===== src/hw/rtl/mmr_pkg.sv =====
// Shared types, codes and the per-wheel ramp function of the mecanum mixer.
`timescale 1ns / 1ps

package mmr_pkg;

    localparam int WHEELS      = 4;
    localparam int DEMAND_W    = 11;
    localparam int MIX_W       = 13;
    localparam int DUTY_W      = 8;
    localparam int STEP_W      = 6;
    localparam int S_TDATA_W   = 40;
    localparam int M_TDATA_W   = 40;
    localparam int APB_ADDR_W  = 3;
    localparam int APB_DATA_W  = 32;
    localparam int WHEEL_RES_W = DUTY_W + 2;

    localparam logic [DUTY_W-1:0] SPEED_LIMIT_RST = 8'd255;
    localparam logic [STEP_W-1:0] RAMP_STEP_RST   = 6'd5;

    typedef enum logic {
        OP_DRIVE = 1'b0,
        OP_STOP  = 1'b1
    } opcode_t;

    typedef enum logic {
        REG_SPEED_LIMIT = 1'b0,
        REG_RAMP_STEP   = 1'b1
    } reg_idx_t;

    // Packed so that duty sits in the lowest bits, then forward, then flipped.
    typedef struct packed {
        logic              flipped;
        logic              forward;
        logic [DUTY_W-1:0] duty;
    } wheel_res_t;

    // Clamp the mixed demand, handle a direction change, then ramp and limit.
    function automatic wheel_res_t wheel_update(
        input logic signed [MIX_W-1:0] mix,
        input logic [DUTY_W-1:0]       speed,
        input logic                    dir,
        input logic [DUTY_W-1:0]       limit,
        input logic [STEP_W-1:0]       step
    );
        logic signed [8:0] tgt;
        logic              new_dir;
        logic [7:0]        mag;
        logic [7:0]        spd0;
        logic signed [9:0] nxt;
        wheel_res_t        res;
        if (mix > 13'sd255) begin
            tgt = 9'sd255;
        end else if (mix < -13'sd255) begin
            tgt = -9'sd255;
        end else begin
            tgt = mix[8:0];
        end
        new_dir     = ~tgt[8];
        mag         = tgt[8] ? 8'(-tgt) : 8'(tgt);
        res.flipped = (new_dir != dir);
        res.forward = new_dir;
        spd0        = res.flipped ? '0 : speed;
        if (mag > spd0) begin
            nxt = $signed({2'b00, spd0}) + $signed({4'b0000, step});
        end else begin
            nxt = $signed({2'b00, spd0}) - $signed({2'b00, step, 2'b00});
        end
        if (nxt < 10'sd0) begin
            res.duty = '0;
        end else if (nxt > $signed({2'b00, limit})) begin
            res.duty = limit;
        end else begin
            res.duty = nxt[7:0];
        end
        return res;
    endfunction

endpackage


===== src/hw/rtl/mecanum_mixer_with_ramp_unit.sv =====
// Top level of the mecanum wheel mixer with per-wheel slew-rate limit.
`timescale 1ns / 1ps

// Mecanum mixer with ramp. Each input transaction is a drive command
// (s_tuser = 0) carrying throttle, strafe and rotation, or a stop
// (s_tuser = 1). Every input transaction yields exactly one output
// transaction holding duty, direction and a flip flag for all four wheels.
// A drive command mixes the demands into a target per wheel (front right
// t+s+r, front left t+s-r, rear right t-s+r, rear left t-s-r), clamps it to
// -255..255, zeroes the wheel and raises its flag on a sign change, then
// ramps the speed up by ramp_step or down by four times ramp_step and
// clamps it to 0..speed_limit. A stop zeroes all speeds and keeps the
// directions. Timing: two register stages, the input register and then the
// output register that drives m_tvalid and m_tdata; one transaction is taken
// every cycle while the output is not stalled, since the wheel state is read
// and written within the second stage. Speeds reset to zero, directions to
// forward, speed_limit to 255 and ramp_step to 5. Write the registers over
// the APB port only while the
// block is idle: speed_limit at address 0, ramp_step at address 4.
module mecanum_mixer_with_ramp_unit (
    input  logic                             aclk,
    input  logic                             aresetn,
    // APB configuration port
    input  logic                             psel,
    input  logic                             penable,
    input  logic                             pwrite,
    input  logic [mmr_pkg::APB_ADDR_W-1:0]   paddr,
    input  logic [mmr_pkg::APB_DATA_W-1:0]   pwdata,
    output logic [mmr_pkg::APB_DATA_W-1:0]   prdata,
    output logic                             pready,
    // Command stream
    input  logic                             s_tvalid,
    output logic                             s_tready,
    // s_tdata: throttle [10:0], strafe [21:11], rotation [32:22], zero pad [39:33]
    input  logic [mmr_pkg::S_TDATA_W-1:0]    s_tdata,
    // s_tuser: opcode [0]
    input  logic                             s_tuser,
    // Wheel state stream
    output logic                             m_tvalid,
    input  logic                             m_tready,
    // m_tdata: fr_duty [7:0], fr_forward [8], fr_flipped [9],
    //          fl_duty [17:10], fl_forward [18], fl_flipped [19],
    //          rr_duty [27:20], rr_forward [28], rr_flipped [29],
    //          rl_duty [37:30], rl_forward [38], rl_flipped [39]
    output logic [mmr_pkg::M_TDATA_W-1:0]    m_tdata
);

    import mmr_pkg::*;

    // Configuration registers
    logic [DUTY_W-1:0] speed_limit_reg;
    logic [STEP_W-1:0] ramp_step_reg;
    logic              cfg_wr;
    reg_idx_t          cfg_idx;

    // Input stage
    logic                       in_vld_reg, in_vld_next;
    opcode_t                    in_op_reg;
    logic signed [DEMAND_W-1:0] thr_reg, str_reg, rot_reg;

    // Wheel state
    logic [DUTY_W-1:0] speed_reg [WHEELS];
    logic              dir_reg   [WHEELS];

    // Output stage
    logic                 out_vld_reg, out_vld_next;
    logic [M_TDATA_W-1:0] out_data_reg;

    logic                    out_adv;
    logic                    stage2_fire;
    logic                    s_fire;
    logic signed [MIX_W-1:0] mix     [WHEELS];
    wheel_res_t              wres    [WHEELS];
    logic [M_TDATA_W-1:0]    out_data_next;

    // APB: write lands in the access cycle; pready is tied high
    assign pready  = 1'b1;
    assign cfg_wr  = psel && penable && pwrite && pready;
    assign cfg_idx = reg_idx_t'(paddr[2]);

    always_comb begin
        case (cfg_idx)
            REG_SPEED_LIMIT: prdata = APB_DATA_W'(speed_limit_reg);
            REG_RAMP_STEP:   prdata = APB_DATA_W'(ramp_step_reg);
            default:         prdata = '0;
        endcase
    end

    always_ff @(posedge aclk) begin
        if (!aresetn) begin
            speed_limit_reg <= SPEED_LIMIT_RST;
            ramp_step_reg   <= RAMP_STEP_RST;
        end else if (cfg_wr) begin
            case (cfg_idx)
                REG_SPEED_LIMIT: speed_limit_reg <= pwdata[DUTY_W-1:0];
                REG_RAMP_STEP:   ramp_step_reg   <= pwdata[STEP_W-1:0];
                default:         ;
            endcase
        end
    end

    // Handshake: the output register frees when empty or being drained,
    // and the input register frees when its transaction moves on
    assign out_adv     = !out_vld_reg || m_tready;
    assign s_tready    = !in_vld_reg || out_adv;
    assign s_fire      = s_tvalid && s_tready;
    assign stage2_fire = in_vld_reg && out_adv;

    assign in_vld_next  = s_tready ? s_tvalid : in_vld_reg;
    assign out_vld_next = out_adv ? in_vld_reg : out_vld_reg;

    always_ff @(posedge aclk) begin
        if (!aresetn) begin
            in_vld_reg  <= 1'b0;
            out_vld_reg <= 1'b0;
        end else begin
            in_vld_reg  <= in_vld_next;
            out_vld_reg <= out_vld_next;
        end
    end

    // Capture the command payload
    always_ff @(posedge aclk) begin
        if (s_fire) begin
            in_op_reg <= opcode_t'(s_tuser);
            thr_reg   <= s_tdata[10:0];
            str_reg   <= s_tdata[21:11];
            rot_reg   <= s_tdata[32:22];
        end
    end

    // Mix the demands; sign pattern per wheel fr, fl, rr, rl
    assign mix[0] = MIX_W'(thr_reg) + MIX_W'(str_reg) + MIX_W'(rot_reg);
    assign mix[1] = MIX_W'(thr_reg) + MIX_W'(str_reg) - MIX_W'(rot_reg);
    assign mix[2] = MIX_W'(thr_reg) - MIX_W'(str_reg) + MIX_W'(rot_reg);
    assign mix[3] = MIX_W'(thr_reg) - MIX_W'(str_reg) - MIX_W'(rot_reg);

    // Per wheel: ramp on drive; on stop zero the speed, hold direction, no flag
    always_comb begin
        for (int k = 0; k < WHEELS; k++) begin
            if (in_op_reg == OP_STOP) begin
                wres[k].duty    = '0;
                wres[k].forward = dir_reg[k];
                wres[k].flipped = 1'b0;
            end else begin
                wres[k] = wheel_update(mix[k], speed_reg[k], dir_reg[k],
                                       speed_limit_reg, ramp_step_reg);
            end
        end
    end

    assign out_data_next = {wres[3], wres[2], wres[1], wres[0]};

    // Advance the wheel state together with the result
    always_ff @(posedge aclk) begin
        if (!aresetn) begin
            for (int k = 0; k < WHEELS; k++) begin
                speed_reg[k] <= '0;
                dir_reg[k]   <= 1'b1;
            end
        end else if (stage2_fire) begin
            for (int k = 0; k < WHEELS; k++) begin
                speed_reg[k] <= wres[k].duty;
                dir_reg[k]   <= wres[k].forward;
            end
        end
    end

    always_ff @(posedge aclk) begin
        if (stage2_fire) begin
            out_data_reg <= out_data_next;
        end
    end

    assign m_tvalid = out_vld_reg;
    assign m_tdata  = out_data_reg;

endmodule


===== config.mk =====
export PLATFORM = sky130hd
export DESIGN_NAME = mecanum_mixer_with_ramp_unit
export DESIGN_NICKNAME = d
export VERILOG_FILES = /design/src/hw/rtl/mmr_pkg.sv /design/src/hw/rtl/mecanum_mixer_with_ramp_unit.sv
export SDC_FILE = /design/constraint.sdc
export NUM_CORES = 1
export LEC_CHECK = 0
export BUFFER_PORTS_ARGS = -buffer_cell sky130_fd_sc_hd__buf_2
export CAP_MARGIN = 10
export CELL_PAD_IN_SITES_DETAIL_PLACEMENT = 1
export CELL_PAD_IN_SITES_GLOBAL_PLACEMENT = 1
export CORE_MARGIN = 2
export CORE_UTILIZATION = 30
export DETAILED_ROUTE_END_ITERATION = 6
export PLACE_DENSITY_LB_ADDON = 0.1
export SETUP_SLACK_MARGIN = 0.1
export SYNTH_ARGS = -nofsm -noshare
export SYNTH_HDL_FRONTEND = slang
export SYNTH_SLANG_ARGS = --single-unit

===== constraint.sdc =====
create_clock -name aclk -period 10.08 [get_ports aclk]
set_input_delay 2.52 -clock aclk [delete_from_list [all_inputs] [get_ports aclk]]
set_output_delay 2.52 -clock aclk [all_outputs]
set_load 0.01 [all_outputs]

==> flow_summary.ini, run 1 <==
[run_status]
status = finished, final reports clean

[power]
internal_power_mw = 1.587
leakage_nw = 6.870
powerDensity_nw_per_um2 = 185.2
p_comb_share_pct = 56.9
ir_drop_v = 0.0001373
clkPwrFrac_pct = 20.8
finalPower_mw = 2.909
switching_share_pct = 45.44
switchingPower_mw = 1.322
power_frac_seq_pct = 22.2

[layout]
largest_reg_flops = 40
final_cell_mix = ha_1, inv_1, nand2_1
diodes = 0
drive_above_1_share_pct = 13.32
final_common_cell = ha_1
fin_nets = 2012
syn2layout_area_growth_pct = 13.14
post-route-cell-area_sq_um = 15710
num-fill-cells = 5375

[setup_path]
r2r_setup_slack_ps = 740
timing.rr.end = speed_reg[0][2]
worstPathRequired_ps = 10390
r2r_start = str_reg[0]
reg2regPathDepth = 44
slowest_stage = or4b_2
cp_num_buf_inv = 5
cp.arrival_ps = 9650
cp_top_family = compound AO/OA/AOI/OAI gates
worstSetupEndpoint = speed_reg[0][2]
path_depth = 44
crit_type = reg -> reg
cp-startpoint = str_reg[0]
crit_path_start_kind = flop
cpPeakStageDelay_ps = 720
path_max_fanout = 17
crit_path_frequent_cell = a21oi_1
end_kind = flop

[global_routing]
grt.total_usage_pct = 20.81
grt_pass1_vias = 12790
grt_remaining_overflow = 0
antenna_found_initial = 0
grt_max_degree = 42
grt_pass1_wl_microns = 74880

[synthesis]
synth_cell_types = 86
synth-seq-cells = 126
synthTopCellsByArea = edfxtp_1, ha_1, a21oi_1
synth_flop_cell = edfxtp_1
synth_top_area_share_pct = 23.79
netlist_area_sq_um = 13880
synth_edf_count = 110
synthArstFlopShare_pct = 0
ys_warn_count = 0
syn_inst = 1640
synth_top_area_cell = edfxtp_1
synth_seq_area_share_pct = 26.10
avgSynthCellArea_sq_um = 8.465

[clock_tree]
htreeDepth = 4
clk_latency_ps = 500
cts_sinks = 126
cts_buffers = 17
cts_tree = yes
clk_transition_reported_paths_ps = 70
hold_buffers = 0
clock_path_buffers = 2
clockRootBuffer = clkbuf_16

[place]
port_buffers = 99
dp_slack_ps = 318.4
dp_hpwl_microns = 38910
gp_congestion = 0.8400
dpl_cell_area_sq_um = 14980

[sta]
worst_slew_pin_slew_ps = 1091
whs_ps = 551.5
relSlewSlack_pct = 27.28
finalSetupTns_ps = 0
max_freq_ghz = 0.1070
skew_ps = 32.24
timing.final.ws_setup_ps = 735.5
hold_viol = 0
rsz0062_at_grt = no
fin_crit_ps = 9345
slew_viol_final = 0
setup_violations = 0
period_share_pct = 92.70

[die]
core.rowCount = 78
core_sq_um = 45580
dieArea_sq_um = 48010
die_w_microns = 219.1
die_h_microns = 219.1
start_util_pct = 30.46
io_pins = 158

[route]
ant_nets = 0
drtPass1Iterations = 5
drtIter0Drc = 622
route.vias.total = 12450
wire_per_inst_microns = 20.91
routed_wl_microns = 48970
drc = 0
via_per_inst = 5.316

[job]
maxCapViolCount = 0

[min_path]
hp-class = reg -> reg
power by group through the flow:
stage / combinational (mW) / clock (mW) / sequential [mW]
after CTS: 1.63 / 0.630 / 0.648
after global routing: 1.85 / 0.638 / 0.651
after floorplan: 1.15 / 0 / 0.656
after detailed placement: 1.62 / 0 / 0.658
after global placement: 1.59 / 0 / 0.658
final: 1.66 / 0.606 / 0.647
cell families after synthesis:
logic type	count (synthesis)	synth area share [%]
buffers and inverters	213	6.606
other	2	0.05409
flip-flops	126	26.10
multiplexers	30	2.235
XOR/XNOR	76	4.795
AO/OA/AOI/OAI	462	22.74
AND/OR/NAND/NOR	531	18.69
adder cells (fa/ha/maj)	200	18.78
metal layers:
layer,vias to the layer above,GRT usage [%],share of wire (%)
met5,-,0,0
met2,187,33.71,46
met4,0,8.198,2.9
met1,6095,27.85,48
li1,6099,-,-
met3,69,2.994,2.6
worst reg2reg max path: cells and delay by family, from the launching register on:
family	cells	cell delay, ps
flip-flops	1	360
AND/OR/NAND/NOR	6	1370
buffers and inverters	5	640
adder cells (fa/ha/maj)	6	1830
multiplexers	2	470
XOR/XNOR	1	190
AO/OA/AOI/OAI	24	4310
cell usage after synthesis (7+ instances only):
cell,count
buf_2,7
o21a_1,26
o211ai_1,21
nand2b_1,27
nand2_1,135
nor3b_1,11
and3_1,14
nor4_1,8
buf_4,25
or2_2,11
xnor2_1,62
fa_1,14
mux2i_1,22
dfxtp_1,16
mux2_2,8
o31ai_1,11
nand3_1,27
clkbuf_1,36
edfxtp_1,110
a21boi_0,12
o211a_1,9
a211oi_1,25
or3_1,12
nor2b_1,31
a21oi_1,123
o21bai_1,18
nor3_1,67
nor2_1,135
a31o_2,8
and2_1,17
o21ai_1,8
a21o_1,27
inv_1,140
ha_1,186
nand4_1,17
o21ai_0,79
a31oi_1,10
xor2_1,14
worst min path at each step:
| stage | start | endpoint | slack, ps | depth (start not counted) |
|---|---|---|---|---|
| 2_1_floorplan | in_vld_reg | m_tvalid | 490 | 1 |
| 3_3_place_gp | in_vld_reg | m_tvalid | 520 | 1 |
| 3_5_place_dp | in_vld_reg | m_tvalid | 530 | 1 |
| 4_1_cts | in_vld_reg | m_tvalid | 550 | 1 |
| 5_1_grt | in_vld_reg | m_tvalid | 570 | 1 |
| 6_report | in_vld_reg | m_tvalid | 550 | 1 |
metrics by stage:
step	instances	utilization, %
5_1_grt	2342	34.46
3_5_place_dp	2307	32.86
3_3_place_gp	2307	32.86
4_1_cts	2339	34.06
6_report	2342	34.46
2_1_floorplan	1663	-
cell type report:
cell class | instances | area [sq um] | share of cell area, %
multi-input combinational | 1325 | 9602 | 61.13
sequential | 126 | 3623 | 23.07
timing repair buffer | 119 | 658.1 | 4.190
clock buffer | 19 | 432.9 | 2.756
inverter | 140 | 525.5 | 3.346
clock inverter | 13 | 115.1 | 0.7328
tap | 600 | 750.7 | 4.779
what timing repair did:
item                                    4_1_cts  5_1_grt
setup buffers                                 0        2
gates resized for setup                       0       40
endpoints found under the setup margin        0       64
Note: power is estimated with default switching activity, not from simulation.
==> inputs of run 2 (changes only) <==
--- a/config.mk
+++ b/config.mk
@@ -7,7 +7,7 @@
 export LEC_CHECK = 0
 export BUFFER_PORTS_ARGS = -buffer_cell sky130_fd_sc_hd__buf_2
 export CAP_MARGIN = 10
-export CELL_PAD_IN_SITES_DETAIL_PLACEMENT = 1
+export CELL_PAD_IN_SITES_DETAIL_PLACEMENT = 0
 export CELL_PAD_IN_SITES_GLOBAL_PLACEMENT = 1
 export CORE_MARGIN = 2
 export CORE_UTILIZATION = 30
==> constraint.sdc (replaced) <==
create_clock -name aclk -period 8.1 [get_ports aclk]
set_input_delay 2.025 -clock aclk [delete_from_list [all_inputs] [get_ports aclk]]
set_output_delay 2.025 -clock aclk [all_outputs]
set_load 0.01 [all_outputs]
==> flow_summary.ini, run 2 (synthesis gave the netlist of run 1 again) <==
[sta]
relSlewSlack_pct = 30.55
whs_ps = 547.3
slew_viol_final = 0
hold_viol = 0
rsz0062_at_grt = yes
setup_violations = 33
finalSetupTns_ps = -2342
timing.final.ws_setup_ps = -197.2
fin_crit_ps = 8297
skew_ps = 24.75
max_freq_ghz = 0.1205
period_share_pct = 102.4
worst_slew_pin_slew_ps = 1042

[layout]
post-route-cell-area_sq_um = 20310
largest_reg_flops = 40
diodes = 0
fin_nets = 2403
syn2layout_area_growth_pct = 46.28
drive_above_1_share_pct = 40.29
final_cell_mix = buf_4, ha_1, inv_1
finish.utilization_pct = 44.56
final_common_cell = buf_4

[global_routing]
grt_max_degree = 41
antenna_found_initial = 0
grt_pass1_wl_microns = 77750
grt_pass1_vias = 13890
grt.total_usage_pct = 21.38
grt_remaining_overflow = 0

[die]
dieArea_sq_um = 48010
die_h_microns = 219.1
core_sq_um = 45580
core.rowCount = 78
die_w_microns = 219.1
io_pins = 158
start_util_pct = 30.46

[clock_tree]
clock_path_buffers = 2
htreeDepth = 4
clk_latency_ps = 500
cts_tree = yes
clk_transition_reported_paths_ps = 60
cts_buffers = 17
clockRootBuffer = clkbuf_16
cts_sinks = 126

[run_status]
status = finished with violations
violations = negative setup slack

[setup_path]
end_kind = flop
cp_num_buf_inv = 5
crit_type = reg -> reg
cp_top_family = compound AO/OA/AOI/OAI gates
slowest_stage = or4b_4
path_max_fanout = 7
crit_path_start_kind = flop
cp.arrival_ps = 8530
cpPeakStageDelay_ps = 520
worstPathRequired_ps = 8340

[place]
dpl_cell_area_sq_um = 17390
port_buffers = 99
dp_hpwl_microns = 39480
gp_congestion = 0.8536

[route]
drtIter0Drc = 647
drtPass1Iterations = 5
wire_per_inst_microns = 18.66
via_per_inst = 5.046
drc = 0
ant_nets = 0
route.vias.total = 13790
routed_wl_microns = 50990

[power]
ir_drop_v = 0.0001791
leakage_nw = 9.062
powerDensity_nw_per_um2 = 234.1

[min_path]
hp-class = reg -> reg

[job]
maxCapViolCount = 0
-- run 2: final timing paths --
| path | start | to | slack (ps) | cells past startpoint |
|---|---|---|---|---|
| setup / recovery | thr_reg[0] | m_tdata[5] | -200 | 40 |
| hold / removal | in_vld_reg | m_tvalid | 550 | 1 |
| setup reg to reg | thr_reg[0] | m_tdata[5] | -200 | 40 |
| hold reg to reg | in_vld_reg | m_tvalid | 550 | 1 |
-- run 2: cell type report --
type / instances / area, sq um
fill: 4530 / 25270
multi-input combinational: 1325 / 11080
timing repair buffer: 510 / 3730
sequential: 126 / 3623
tap: 600 / 750.7
inverter: 140 / 531.8
clock buffer: 17 / 425.4
clock inverter: 14 / 167.7
-- run 2: worst register-to-register path: cells and delay by family (launching register included) --
family	cells	cell delay, ps
xor+xnor	1	180
simple gates	5	1290
fa+ha+maj	6	1480
compound gates	20	3450
mux	3	750
flops	1	360
buf+inv	5	530
-- run 2: power breakdown --
group          total (mW)  leakage, nW  switching [mW]  internal, mW
clock               0.823        0.289           0.342         0.480
combinational        3.13         7.55            1.61          1.52
sequential          0.805         1.22          0.0316         0.773
-- run 2: routing by layer --
metal | routed length (microns) | vias up | share of wire (%) | GRT usage [%]
li1 | - | 6894 | - | -
met3 | 1047 | 48 | 2.1 | 2.536
met1 | 24010 | 6653 | 47 | 28.09
met4 | 996 | 0 | 2.0 | 6.622
met5 | 0 | - | 0 | 0
met2 | 24930 | 192 | 49 | 36.55
-- run 2: per-stage QoR --
step	setup WS, ps	power, mW	cells
finish	-197.2	4.754	2732
detailed placement	-792.9	3.354	2622
floorplan	109.6	2.273	1663
global placement	-796.7	3.342	2622
global route	-564.2	5.085	2732
CTS	-137.9	4.504	2710
-- run 2: repair_timing --
item	CTS	global route
endpoints found under the setup margin	64	64
pin swaps	92	85
cloned	2	0
hold buffers	0	0
setup buffers	55	23
resized for setup	231	169
